**src/rtl/core/dfd_pkg.sv**
```systemverilog
// dfd_pkg: shared types, codes and helpers for the detector frame deframer
// used by dfd_parser and detector_frame_deframer_top; no dependencies

package dfd_pkg;

    // framing bytes
    localparam logic [7:0] SYNC1_BYTE = 8'hEB;
    localparam logic [7:0] SYNC2_BYTE = 8'h90;
    localparam logic [7:0] TAG1_BYTE  = 8'hE2;
    localparam logic [7:0] TAG2_BYTE  = 8'h25;

    // frame layout
    localparam int unsigned DEF_NUM_CHANNELS = 192;
    localparam logic [15:0] HEADER_LEN       = 16'd6;
    localparam logic [3:0]  TRAILER_BYTES    = 4'd4;
    localparam logic [3:0]  GAP_BYTES        = 4'd6;
    localparam logic [3:0]  TIME_BYTES       = 4'd8;

    // floor(x/3) == (x * RECIP3) >> RECIP3_SHIFT for every 16-bit x
    localparam logic [16:0] RECIP3       = 17'd43691;
    localparam int unsigned RECIP3_SHIFT = 17;

    // configuration register indexes
    localparam logic [1:0] CFG_FRAME_MODE    = 2'd0;
    localparam logic [1:0] CFG_TIME_TAG_MODE = 2'd1;
    localparam logic [1:0] CFG_PAD_SKIP      = 2'd2;

    typedef enum logic [3:0] {
        PH_HUNT,
        PH_SYNC2,
        PH_TRIG,
        PH_MODE,
        PH_LENHI,
        PH_LENLO,
        PH_TRIPLE,
        PH_PAD,
        PH_TRAILER,
        PH_TAG1,
        PH_TAG2,
        PH_GAP,
        PH_TIME
    } t_phase;

    typedef enum logic [1:0] {
        KIND_SAMPLE,
        KIND_TRIG_ERR,
        KIND_EVENT
    } t_kind;

    typedef struct packed {
        logic [7:0] frame_mode;
        logic       time_tag_mode;
        logic       pad_skip;
    } t_cfg;

    typedef struct packed {
        t_kind       kind;
        logic [7:0]  channel;
        logic [15:0] adc;
        logic [7:0]  trigger;
        logic [8:0]  expected_trigger;
        logic [63:0] timestamp;
        logic        time_valid;
        logic [31:0] frame_count;
    } t_result;

    // nonzero remainder mod 3, from base-4 digit sums (4 is 1 mod 3)
    function automatic logic mod3_nz(input logic [15:0] x);
        logic [4:0] sum;
        logic [2:0] fold;
        sum = '0;
        for (int k = 0; k < 8; k++) begin
            sum = sum + 5'(x[2*k +: 2]);
        end
        fold = 3'(sum[1:0]) + 3'(sum[3:2]) + 3'(sum[4]);
        return !(fold == 3'd0 || fold == 3'd3 || fold == 3'd6);
    endfunction

endpackage

```
**src/rtl/core/detector_frame_deframer_top.sv**
```systemverilog
// detector_frame_deframer_top: configuration registers, input handshake and result register
// depends on dfd_pkg and dfd_parser

// Takes one raw stream byte per clock cycle, every cycle, for as long as the
// result register is empty or being drained in that same cycle. A byte is
// parsed in the cycle it transfers and its result, if any, is presented on
// the output from the next cycle on, and the sustained rate is one byte per
// cycle; the single result register between the parse logic and the output
// is what sets both the output timing and the rate. Configuration writes take
// effect on the next byte that reaches the point where the register is used.
module detector_frame_deframer_top #(
    parameter int unsigned NUM_CHANNELS = dfd_pkg::DEF_NUM_CHANNELS
) (
    input  logic        i_clk,
    input  logic        i_rst_n,
    // configuration
    input  logic        i_cfg_we,
    input  logic [1:0]  i_cfg_index,
    input  logic [7:0]  i_cfg_data,
    // byte input
    input  logic        i_in_valid,
    output logic        o_in_ready,
    input  logic [7:0]  i_raw_byte,
    // results
    output logic        o_out_valid,
    input  logic        i_out_ready,
    output logic [1:0]  o_kind,
    output logic [7:0]  o_channel,
    output logic [15:0] o_adc,
    output logic [7:0]  o_trigger,
    output logic [8:0]  o_expected_trigger,
    output logic [63:0] o_timestamp,
    output logic        o_time_valid,
    output logic [31:0] o_frame_count
);

    dfd_pkg::t_cfg    r_cfg;
    dfd_pkg::t_result res;
    dfd_pkg::t_result r_out;
    logic             res_valid;
    logic             r_out_valid;
    logic             step;

    // configuration registers
    always_ff @(posedge i_clk) begin
        if (!i_rst_n) begin
            r_cfg.frame_mode    <= '0;
            r_cfg.time_tag_mode <= 1'b1;
            r_cfg.pad_skip      <= 1'b0;
        end else if (i_cfg_we) begin
            case (i_cfg_index)
                dfd_pkg::CFG_FRAME_MODE:    r_cfg.frame_mode    <= i_cfg_data;
                dfd_pkg::CFG_TIME_TAG_MODE: r_cfg.time_tag_mode <= i_cfg_data[0];
                dfd_pkg::CFG_PAD_SKIP:      r_cfg.pad_skip      <= i_cfg_data[0];
                default: begin
                end
            endcase
        end
    end

    // input transfer whenever the result register has room
    assign o_in_ready = !r_out_valid || i_out_ready;
    assign step       = i_in_valid && o_in_ready;

    dfd_parser #(
        .NUM_CHANNELS(NUM_CHANNELS)
    ) u_parser (
        .i_clk      (i_clk),
        .i_rst_n    (i_rst_n),
        .i_step     (step),
        .i_byte     (i_raw_byte),
        .i_cfg      (r_cfg),
        .o_res_valid(res_valid),
        .o_res      (res)
    );

    // result register
    always_ff @(posedge i_clk) begin
        if (!i_rst_n) begin
            r_out_valid <= 1'b0;
        end else if (step) begin
            r_out_valid <= res_valid;
        end else if (i_out_ready) begin
            r_out_valid <= 1'b0;
        end
    end

    always_ff @(posedge i_clk) begin
        if (step && res_valid) begin
            r_out <= res;
        end
    end

    assign o_out_valid        = r_out_valid;
    assign o_kind             = r_out.kind;
    assign o_channel          = r_out.channel;
    assign o_adc              = r_out.adc;
    assign o_trigger          = r_out.trigger;
    assign o_expected_trigger = r_out.expected_trigger;
    assign o_timestamp        = r_out.timestamp;
    assign o_time_valid       = r_out.time_valid;
    assign o_frame_count      = r_out.frame_count;

endmodule

```
**src/rtl/core/dfd_parser.sv**
```systemverilog
// dfd_parser: frame parsing state and per-byte next-state and result logic
// depends on dfd_pkg

module dfd_parser #(
    parameter int unsigned NUM_CHANNELS = dfd_pkg::DEF_NUM_CHANNELS
) (
    input  logic             i_clk,
    input  logic             i_rst_n,
    input  logic             i_step,
    input  logic [7:0]       i_byte,
    input  dfd_pkg::t_cfg    i_cfg,
    output logic             o_res_valid,
    output dfd_pkg::t_result o_res
);

    dfd_pkg::t_phase r_phase, n_phase;
    logic [15:0] r_len, n_len;
    logic [14:0] r_triples_left, n_triples_left;
    logic [1:0]  r_trip_pos, n_trip_pos;
    logic [7:0]  r_held_ch, n_held_ch;
    logic [7:0]  r_held_adc_hi, n_held_adc_hi;
    logic [3:0]  r_skip, n_skip;
    logic [7:0]  r_last_trig, n_last_trig;
    logic [31:0] r_frames, n_frames;
    logic [63:0] r_time, n_time;
    logic        r_time_seen, n_time_seen;

    // length arithmetic for the low length byte
    logic [15:0] len_new;
    logic [15:0] len_m6;
    logic [32:0] quot_prod;
    logic [14:0] triples_new;
    logic [8:0]  trig_plus1;
    logic [14:0] triples_dec;

    assign len_new     = {r_len[15:8], i_byte};
    assign len_m6      = len_new - dfd_pkg::HEADER_LEN;
    assign quot_prod   = 33'(len_m6) * 33'(dfd_pkg::RECIP3);
    assign triples_new = (len_new >= dfd_pkg::HEADER_LEN) ? quot_prod[31:17] : '0;
    assign trig_plus1  = 9'(r_last_trig) + 9'd1;
    assign triples_dec = r_triples_left - 15'd1;

    // next state and result
    always_comb begin
        n_phase        = r_phase;
        n_len          = r_len;
        n_triples_left = r_triples_left;
        n_trip_pos     = r_trip_pos;
        n_held_ch      = r_held_ch;
        n_held_adc_hi  = r_held_adc_hi;
        n_skip         = r_skip;
        n_last_trig    = r_last_trig;
        n_frames       = r_frames;
        n_time         = r_time;
        n_time_seen    = r_time_seen;
        o_res_valid    = 1'b0;
        o_res          = '0;

        case (r_phase)
            dfd_pkg::PH_HUNT: begin
                if (i_byte == dfd_pkg::SYNC1_BYTE) begin
                    n_phase = dfd_pkg::PH_SYNC2;
                end
            end
            dfd_pkg::PH_SYNC2: begin
                n_phase = (i_byte == dfd_pkg::SYNC2_BYTE) ? dfd_pkg::PH_TRIG
                                                          : dfd_pkg::PH_HUNT;
            end
            dfd_pkg::PH_TRIG: begin
                n_phase     = dfd_pkg::PH_MODE;
                n_last_trig = i_byte;
                // sequence check only once a frame has completed
                if ((r_frames != '0) && (i_byte != '0) && (trig_plus1 != 9'(i_byte))) begin
                    o_res_valid            = 1'b1;
                    o_res.kind             = dfd_pkg::KIND_TRIG_ERR;
                    o_res.trigger          = i_byte;
                    o_res.expected_trigger = trig_plus1;
                end
            end
            dfd_pkg::PH_MODE: begin
                n_phase = (i_byte == i_cfg.frame_mode) ? dfd_pkg::PH_LENHI
                                                       : dfd_pkg::PH_HUNT;
            end
            dfd_pkg::PH_LENHI: begin
                n_len   = {i_byte, 8'h00};
                n_phase = dfd_pkg::PH_LENLO;
            end
            dfd_pkg::PH_LENLO: begin
                n_len          = len_new;
                n_triples_left = triples_new;
                n_trip_pos     = 2'd0;
                if (triples_new != '0) begin
                    n_phase = dfd_pkg::PH_TRIPLE;
                end else if (i_cfg.pad_skip && dfd_pkg::mod3_nz(len_new)) begin
                    n_phase = dfd_pkg::PH_PAD;
                end else begin
                    n_phase = dfd_pkg::PH_TRAILER;
                    n_skip  = dfd_pkg::TRAILER_BYTES;
                end
            end
            dfd_pkg::PH_TRIPLE: begin
                if (r_trip_pos == 2'd0) begin
                    n_held_ch  = i_byte;
                    n_trip_pos = 2'd1;
                end else if (r_trip_pos == 2'd1) begin
                    n_held_adc_hi = i_byte;
                    n_trip_pos    = 2'd2;
                end else begin
                    n_trip_pos     = 2'd0;
                    n_triples_left = triples_dec;
                    if (triples_dec == '0) begin
                        if (i_cfg.pad_skip && dfd_pkg::mod3_nz(r_len)) begin
                            n_phase = dfd_pkg::PH_PAD;
                        end else begin
                            n_phase = dfd_pkg::PH_TRAILER;
                            n_skip  = dfd_pkg::TRAILER_BYTES;
                        end
                    end
                    // out-of-range channels still consume their adc bytes
                    if (9'(r_held_ch) < 9'(NUM_CHANNELS)) begin
                        o_res_valid   = 1'b1;
                        o_res.kind    = dfd_pkg::KIND_SAMPLE;
                        o_res.channel = r_held_ch;
                        o_res.adc     = {r_held_adc_hi, i_byte};
                    end
                end
            end
            dfd_pkg::PH_PAD: begin
                n_phase = dfd_pkg::PH_TRAILER;
                n_skip  = dfd_pkg::TRAILER_BYTES;
            end
            dfd_pkg::PH_TRAILER: begin
                n_skip = r_skip - 4'd1;
                if (n_skip == '0) begin
                    n_frames = r_frames + 32'd1;
                    n_phase  = i_cfg.time_tag_mode ? dfd_pkg::PH_TAG1 : dfd_pkg::PH_HUNT;
                end
            end
            dfd_pkg::PH_TAG1: begin
                n_phase = (i_byte == dfd_pkg::TAG1_BYTE) ? dfd_pkg::PH_TAG2
                                                         : dfd_pkg::PH_HUNT;
            end
            dfd_pkg::PH_TAG2: begin
                if (i_byte == dfd_pkg::TAG2_BYTE) begin
                    n_phase = dfd_pkg::PH_GAP;
                    n_skip  = dfd_pkg::GAP_BYTES;
                end else begin
                    // broken tag: commit with the previous timestamp
                    n_phase           = dfd_pkg::PH_HUNT;
                    o_res_valid       = 1'b1;
                    o_res.kind        = dfd_pkg::KIND_EVENT;
                    o_res.timestamp   = r_time;
                    o_res.time_valid  = r_time_seen;
                    o_res.frame_count = r_frames;
                end
            end
            dfd_pkg::PH_GAP: begin
                n_skip = r_skip - 4'd1;
                if (n_skip == '0) begin
                    n_phase = dfd_pkg::PH_TIME;
                    n_skip  = dfd_pkg::TIME_BYTES;
                end
            end
            dfd_pkg::PH_TIME: begin
                n_time = {r_time[55:0], i_byte};
                n_skip = r_skip - 4'd1;
                if (n_skip == '0) begin
                    n_time_seen       = 1'b1;
                    n_phase           = dfd_pkg::PH_HUNT;
                    o_res_valid       = 1'b1;
                    o_res.kind        = dfd_pkg::KIND_EVENT;
                    o_res.timestamp   = n_time;
                    o_res.time_valid  = 1'b1;
                    o_res.frame_count = r_frames;
                end
            end
            default: begin
                n_phase = dfd_pkg::PH_HUNT;
            end
        endcase
    end

    // parse state, advanced once per transferred byte
    always_ff @(posedge i_clk) begin
        if (!i_rst_n) begin
            r_phase        <= dfd_pkg::PH_HUNT;
            r_len          <= '0;
            r_triples_left <= '0;
            r_trip_pos     <= '0;
            r_held_ch      <= '0;
            r_held_adc_hi  <= '0;
            r_skip         <= '0;
            r_last_trig    <= '0;
            r_frames       <= '0;
            r_time         <= '0;
            r_time_seen    <= 1'b0;
        end else if (i_step) begin
            r_phase        <= n_phase;
            r_len          <= n_len;
            r_triples_left <= n_triples_left;
            r_trip_pos     <= n_trip_pos;
            r_held_ch      <= n_held_ch;
            r_held_adc_hi  <= n_held_adc_hi;
            r_skip         <= n_skip;
            r_last_trig    <= n_last_trig;
            r_frames       <= n_frames;
            r_time         <= n_time;
            r_time_seen    <= n_time_seen;
        end
    end

    // checks
    a_reset_hunts: assert property (@(posedge i_clk)
        !i_rst_n |=> r_phase == dfd_pkg::PH_HUNT)
        else $error("parser not hunting after reset");

    a_triples_pending: assert property (@(posedge i_clk) disable iff (!i_rst_n)
        r_phase == dfd_pkg::PH_TRIPLE |-> r_triples_left != '0)
        else $error("triple phase with no triples left");

    a_sample_in_range: assert property (@(posedge i_clk) disable iff (!i_rst_n)
        o_res_valid && o_res.kind == dfd_pkg::KIND_SAMPLE
            |-> 9'(o_res.channel) < 9'(NUM_CHANNELS))
        else $error("sample emitted for out-of-range channel");

    a_event_phase: assert property (@(posedge i_clk) disable iff (!i_rst_n)
        o_res_valid && o_res.kind == dfd_pkg::KIND_EVENT
            |-> (r_phase == dfd_pkg::PH_TAG2 || r_phase == dfd_pkg::PH_TIME))
        else $error("event committed outside the time tag");

    a_hold_when_idle: assert property (@(posedge i_clk) disable iff (!i_rst_n)
        !i_step |=> $stable(r_phase) && $stable(r_frames))
        else $error("parse state moved without a transfer");

endmodule
```
**config.mk**
```make
export PLATFORM = sky130hd
export DESIGN_NAME = detector_frame_deframer_top
export DESIGN_NICKNAME = d
export VERILOG_FILES = /design/src/rtl/core/dfd_pkg.sv /design/src/rtl/core/detector_frame_deframer_top.sv /design/src/rtl/core/dfd_parser.sv
export SDC_FILE = /design/constraint.sdc
export NUM_CORES = 1
export LEC_CHECK = 0
export BUFFER_PORTS_ARGS = -buffer_cell sky130_fd_sc_hd__buf_4
export CORE_UTILIZATION = 55
export CTS_CLUSTER_DIAMETER = 80
export DETAILED_ROUTE_END_ITERATION = 6
export PLACE_DENSITY = 0.81
export SLEW_MARGIN = 10
export SYNTH_ARGS = -nofsm -noshare
export SYNTH_HDL_FRONTEND = slang
export SYNTH_SLANG_ARGS = --single-unit
```
**constraint.sdc**
```tcl
create_clock -name i_clk -period 26.8 [get_ports i_clk]
set_clock_uncertainty 0.15 [all_clocks]
set_input_delay 8.04 -clock i_clk [delete_from_list [all_inputs] [get_ports i_clk]]
set_output_delay 8.04 -clock i_clk [all_outputs]
set_load 0.02 [all_outputs]
```
==> results of run 1 <==
power breakdown:
| group | total [W] | internal [W] | switching (W) |
|---|---|---|---|
| Sequential | 0.000497 | 0.000495 | 0.00000199 |
| Clock | 0.000446 | 0.000263 | 0.000184 |
| Combinational | 0.000564 | 0.000211 | 0.000353 |
| Total | 0.00151 | 0.000969 | 0.000539 |
worst reg2reg max path, delay by kind of cell (launching register included):
kind	cells	cell delay (ps)
AND/OR/NAND/NOR	6	2200
adder cells (fa/ha/maj)	7	3160
AO/OA/AOI/OAI	5	1740
flip-flops	1	400
multiplexers	1	130
XOR/XNOR	1	640
buffers and inverters	2	90
path summary, 6_finish.rpt:
path / start / endpoint / slack, ps / cells past startpoint
worst max-delay path: i_out_ready / o_in_ready / 10130 / 3
worst min-delay path: u_parser.r_held_adc_hi[1] / u_parser.r_held_adc_hi[1] / 300 / 2
worst max register to register: u_parser.r_len[9] / u_parser.r_skip[2] / 18170 / 22
worst min register to register: u_parser.r_held_adc_hi[1] / u_parser.r_held_adc_hi[1] / 300 / 2
registers in the layout, indices dropped and copies added (netlist names), 9 cells and up:
name / flops
u_parser.r_frames: 32
o_expected_trigger: 9
o_timestamp: 64
u_parser.r_triples_left: 15
u_parser.r_time: 64
o_adc: 16
o_frame_count: 32
r_cfg: 10
u_parser.r_len: 16
cell usage after synthesis, types with 8 or more instances:
master | instances | share of area
o21a_1 | 11 | 0.0043
xor2_1 | 48 | 0.022
dfxtp_1 | 173 | 0.18
clkbuf_1 | 79 | 0.015
xnor2_1 | 38 | 0.017
a21o_1 | 10 | 0.0039
and3_1 | 19 | 0.0062
nand4_1 | 18 | 0.0059
inv_1 | 209 | 0.041
a22o_1 | 64 | 0.029
edfxtp_1 | 140 | 0.22
a211oi_1 | 10 | 0.0039
mux2i_1 | 24 | 0.013
o21ai_0 | 54 | 0.014
nor3_1 | 33 | 0.0086
buf_1 | 10 | 0.0020
nand2_1 | 239 | 0.047
or3_1 | 17 | 0.0056
nand3_1 | 45 | 0.012
a21oi_1 | 160 | 0.042
fa_1 | 102 | 0.11
nor2b_1 | 8 | 0.0026
or4_1 | 8 | 0.0031
nor4_1 | 19 | 0.0062
nor2_1 | 116 | 0.023
ha_1 | 147 | 0.096
and2_1 | 73 | 0.024
routing by layer:
layer  global-route usage  vias to the layer above  wire length [um]
li1                     -                     7034                 -
met1               0.3556                     7338             20550
met2               0.4521                      638             22810
met3              0.03818                       97              3246
met4              0.08220                        0              1403
met5                    0                        -                 0
through the flow:
stage | total power (W) | area, um^2
floorplan | 0.0009210 | 19150
global placement | 0.001051 | 20710
detailed placement | 0.001058 | 20710
CTS | 0.001502 | 21770
global route | 0.001597 | 21780
finish | 0.001508 | 21780
cell families after synthesis:
group	Yosys count
simple gates	631
mux	25
flops	313
fa+ha+maj	249
xor+xnor	86
buf+inv	303
compound gates	371
cell type report:
cell class / instances / area [um^2] / area share
clock buffer: 36 / 803.3 / 0.03688
clock inverter: 20 / 255.2 / 0.01172
inverter: 212 / 798.3 / 0.03665
multi-input combinational: 1362 / 10380 / 0.4767
sequential: 313 / 7667 / 0.3520
tap: 448 / 560.5 / 0.02573
timing repair buffer: 175 / 1314 / 0.06031
==> results.toml, run 1 <==
[run_status]
status = "complete, no violations"

[clock_tree]
post_cts_buffers = 0
ctsResizeCount = 0
cts_buffers = 30
cts.sinks = 313
cts_max_level = 1
cts_tree = "yes"
hold_buffers = 0
root_buffer = "clkbuf_16"
clock_latency_ps = 580
clkTransAtPathRegs_ps = 60
clk_path_buf_depth = 3

[synthesis]
synthMuxAreaShare = 0.01326
yosysUniqueCellTypes = 69
synth_xor_area_frac = 0.03933
syn_nets = 2250
synth-simple-area-share = 0.1586
yosysSeqAreaShare = 0.4003
synth-async-reset-ratio = 0
synth_compound_area_frac = 0.1260
synth_cells = 1978
postSynthAreaPerCell_um2 = 9.683
synth_area_mm2 = 0.01915
synth_edf_count = 140
yosysWarnings = 0
synth_fa_ha_area_frac = 0.2026
synth_flop_cell = "dfxtp_1"
synth_top_family_by_area = "adder cells"
synth_seq_cells = 313

[routing]
drt_iter0_markers = 1386
vias_per_cell = 5.887
routed_wl_mm = 48.01
drc = 0
routedWlPerCell_um = 18.71
vias = 15107
dr.pass1.iters = 6
antenna_left = 0

[placement]
gp_congestion = 0.9505
pre_cts_slack_ps = 10030
dp_cells = 2510
hpwl_mm = 34.92
placement.io_buffers = 164

[global_routing]
grt_pass1_wl_mm = 76.57
track_usage = 0.2676
grt_max_degree = 86
grt_overflow_total = 0
first_global_vias = 14619
antenna_found_initial = 0

[layout]
layout-drive-gt1-share = 0.1143
fin_util = 0.6432
instances_no_fill = 2566
area_growth_syn_to_layout_pct = 13.72
fillers = 2657
fin_nets = 2366
final_cell_mix = "nand2_1, inv_1, buf_4"
layout_commonest_cell = "nand2_1"
num_antenna_cells = 0

[worst_setup_path]
critPathMostFrequentCell = "buf_4"
cp-start-kind = "input port"
critPathBufInv = 2
path_max_fanout = 4
max_stage_delay_ps = 170
cp_slowest_cell = "nand2b_1"
critPathRequiredTime_ps = 18610
path_cells = "buf_4, nand2b_1, buf_4"
worst-setup-path-type = "input port to output port"
path_delay_family = "buffers and inverters"
crit_arrival_ps = 8480
cp-end-kind = "output port"

[sta]
rsz0062_at_grt = "no"
worst_slew_pin_slew_ps = 1078
slew_viol_final = 0
fin_crit_sh = 0.6220
fin_setup_tns_ps = 0
fin_crit_ps = 16670
timing.final.ws_setup_ps = 10130
relSlewSlack = 0.2790
holdWs_ps = 302.4
setup_viol = 0
fmax_mhz = 59.99
finalHoldViolCount = 0

[die]
io_pins = 165
die_x_um = 188.6
core-area_mm2 = 0.03387
die_h_um = 188.6
rows = 67
initial_core_util = 0.5655
design.die.area_mm2 = 0.03557

[pwr]
leakage_nw = 9.176
power_density_mw_per_mm2 = 69.23
ir_drop_v = 0.00005640

[job]
drv_cap = 0

[hold_path]
hp-class = "register to register"
Power figures use the tool's default switching activity.
==> run 2: changes to the inputs <==
--- a/config.mk
+++ b/config.mk
@@ -5,6 +5,7 @@
 export SDC_FILE = /design/constraint.sdc
 export NUM_CORES = 1
 export LEC_CHECK = 0
+export ABC_AREA = 1
 export BUFFER_PORTS_ARGS = -buffer_cell sky130_fd_sc_hd__buf_4
 export CORE_UTILIZATION = 55
 export CTS_CLUSTER_DIAMETER = 80
==> constraint.sdc (replaced) <==
create_clock -name i_clk -period 16.3 [get_ports i_clk]
set_clock_uncertainty 0.15 [all_clocks]
set_input_delay 4.89 -clock i_clk [delete_from_list [all_inputs] [get_ports i_clk]]
set_output_delay 4.89 -clock i_clk [all_outputs]
set_load 0.02 [all_outputs]
==> run 2 against run 1 <==
Against the previous run: combinational power grew 75%; synthesized cell count grew 17%; clock power up 44%; core utilization decreased by 1.8 points; clock-buffer cell count grew 8; sequential cell count is the same; cell area is 1.9% higher; register-to-register slack worse by 8900 ps; final cell count up 14%; non-clock buffer count decreased by 3; via count up 8.3%; global-route usage up 1.4 points; critical endpoint is now u_parser.r_skip[2]; largest power group unchanged.
==> results.toml, run 2 <==
[pwr]
intPower_w = 0.001497
ir_drop_v = 0.0001175
power.switching_w = 0.0009497
leakage_nw = 9.875
sw_frac_of_total = 0.3881
pwr-share-clk = 0.263
pwr-share-comb = 0.404
power_density_mw_per_mm2 = 110.2
seq_power_share = 0.333

[synthesis]
yosysSeqAreaShare = 0.3884
syn_nets = 2595
synth_edf_count = 140
synth_cells = 2323
synth_largest_area_cell = "edfxtp_1"
synth-async-reset-ratio = 0
yosysUniqueCellTypes = 58
synth_area_mm2 = 0.01974
netlist.area_leader.share = 0.2130
postSynthAreaPerCell_um2 = 8.498
synth_seq_cells = 313
yosysWarnings = 0
synthTopCellsByCount = "inv_1, nand2_1, nor2_1"
synth_most_common_cell = "inv_1"
synth_area_leaders = "edfxtp_1, dfxtp_1, fa_1, ha_1, inv_1"
synth_flop_cell = "dfxtp_1"

[sta]
worst_slew_pin_slew_ps = 1201
relSlewSlack = 0.1963
fin_crit_ps = 11680
timing.final.ws_setup_ps = 4623
slew_viol_final = 0
setup_viol = 0
finalHoldViolCount = 0
fin_crit_sh = 0.7164
fin_setup_tns_ps = 0
fmax_mhz = 85.64
rsz0062_at_grt = "no"

[run_status]
status = "complete, no violations"

[layout]
layout-drive-gt1-share = 0.1095
fillers = 2954
fin_nets = 2724
layout_commonest_cell = "inv_1"
seqCellArea_mm2 = 0.007667
instances_no_fill = 2935
multi_input_area_mm2 = 0.009983
num_antenna_cells = 0
final_cell_mix = "inv_1, nand2_1, nor2_1"
area_growth_syn_to_layout_pct = 12.44

[hold_path]
hold_path_depth = 2
min_from = "u_parser.r_held_ch[3]"
hold_end = "u_parser.r_held_ch[3]"
hp-class = "register to register"

[placement]
gp_congestion = 0.9935
dp_cells = 2882
placement.io_buffers = 164
hpwl_mm = 37.98
pre_cts_slack_ps = 4167

[global_routing]
grt_pass1_wl_mm = 81.56
track_usage = 0.2816
grt_max_degree = 114
first_global_vias = 16019
grt_overflow_total = 0
antenna_found_initial = 0

[routing]
antenna_left = 0
routedWlPerCell_um = 17.29
vias_per_cell = 5.573
vias = 16358
drc = 0
drt_iter0_markers = 1487
routed_wl_mm = 50.75
dr.pass1.iters = 5

[die]
die_x_um = 191.5
rows = 69
die_h_um = 191.5
io_pins = 165
core-area_mm2 = 0.03548
design.die.area_mm2 = 0.03666
initial_core_util = 0.5564

[clock_tree]
root_buffer = "clkbuf_16"
clock_latency_ps = 580
cts_buffers = 29
clk_path_buf_depth = 3
clkTransAtPathRegs_ps = 60
post_cts_buffers = 0
cts.sinks = 313
hold_buffers = 0
ctsResizeCount = 0
cts_tree = "yes"
cts_max_level = 1

[worst_setup_path]
worst-setup-path-type = "input port to register"
crit_arrival_ps = 12040
max_stage_delay_ps = 620
r2r-start = "u_parser.r_len[8]"
regToRegEndpoint = "u_parser.r_skip[2]"
critPathMostFrequentCell = "nand2_1"
r2r_slack_ps = 9310
cp_slowest_cell = "xor2_1"
rr_worst_depth = 33
cp-start-kind = "input port"
path_max_fanout = 11
cp-end-kind = "register"
critPathRequiredTime_ps = 16660

[job]
drv_cap = 0
run 2: changes by cell type in the layout (fill, tap and decap cells not counted), moves of 17 or more:
cell     before  now
mux2i_1      24    0
o22ai_1       5   57
and3_1       19    2
and2_1       73    2
nand2_1     239  313
inv_1       209  457
o21ai_0      54  142
nand3_1      45   82
a22o_1       64    0
xnor2_1      38   13
a21oi_1     160  183
nor2_1      116  208
run 2: how the worst max path moves through the flow:
| stage | end | from | slack [ps] |
|---|---|---|---|
| 5_1_grt | u_parser.r_phase[0] | i_raw_byte[1] | 4110 |
| 6_report | u_parser.r_skip[2] | i_raw_byte[1] | 4620 |
| 4_1_cts | u_parser.r_skip[2] | i_raw_byte[1] | 4740 |
| 3_3_place_gp | u_parser.r_skip[0] | i_raw_byte[1] | 4210 |
| 2_1_floorplan | u_parser.r_skip[0] | i_raw_byte[1] | 5430 |
| 3_5_place_dp | u_parser.r_skip[2] | i_raw_byte[1] | 4170 |
run 2: per-stage QoR:
stage / utilization / power, W / instance area [um^2] / hold WS (ps)
final: 0.6256 / 0.002447 / 22200 / 311.2
after floorplan: - / 0.001535 / 19740 / 280.0
after detailed placement: 0.6003 / 0.001812 / 21300 / 298.1
after global routing: 0.6256 / 0.002634 / 22200 / 327.9
after CTS: 0.6256 / 0.002453 / 22200 / 308.6
after global placement: 0.6003 / 0.001802 / 21300 / 290.3
run 2: final cells by class:
class	instances	area share
well taps	461	0.02599
multi-input cells	1464	0.4498
repair buffers	172	0.05817
clock buffers	44	0.03720
clock inverters	9	0.003157
flip-flops and latches	313	0.3454
inverters	472	0.08027
run 2: kinds of logic after synthesis:
logic type / synth area share
flip-flops: 0.3884
AO/OA/AOI/OAI: 0.1178
XOR/XNOR: 0.02174
buffers and inverters: 0.1065
adder cells (fa/ha/maj): 0.1966
AND/OR/NAND/NOR: 0.1689
run 2: routing by layer:
| layer | GRT usage | vias to the layer above | routed length (um) | share of wire |
|---|---|---|---|---|
| met3 | 0.04571 | 116 | 3653 | 0.072 |
| met4 | 0.09066 | 0 | 1507 | 0.030 |
| li1 | - | 7800 | - | - |
| met1 | 0.3659 | 7763 | 21520 | 0.42 |
| met5 | 0 | - | 0 | 0 |
| met2 | 0.4778 | 679 | 24070 | 0.47 |
run 2: critical path, delay by kind of cell:
family                     cells  cell delay [ps]
AOI/OAI and AO/OA              1              350
buffers and inverters          7              590
xor gates and xnor gates       1              620
adders and majority gates      7             2780
and+or+nand+nor               21             2760
run 2: power by group through the flow:
stage	Combinational (W)	Sequential, W	Clock, W
global placement	0.000970	0.000832	0
global route	0.00113	0.000814	0.000684
finish	0.000988	0.000815	0.000644
detailed placement	0.000980	0.000832	0
CTS	0.000988	0.000815	0.000650
floorplan	0.000704	0.000832	0
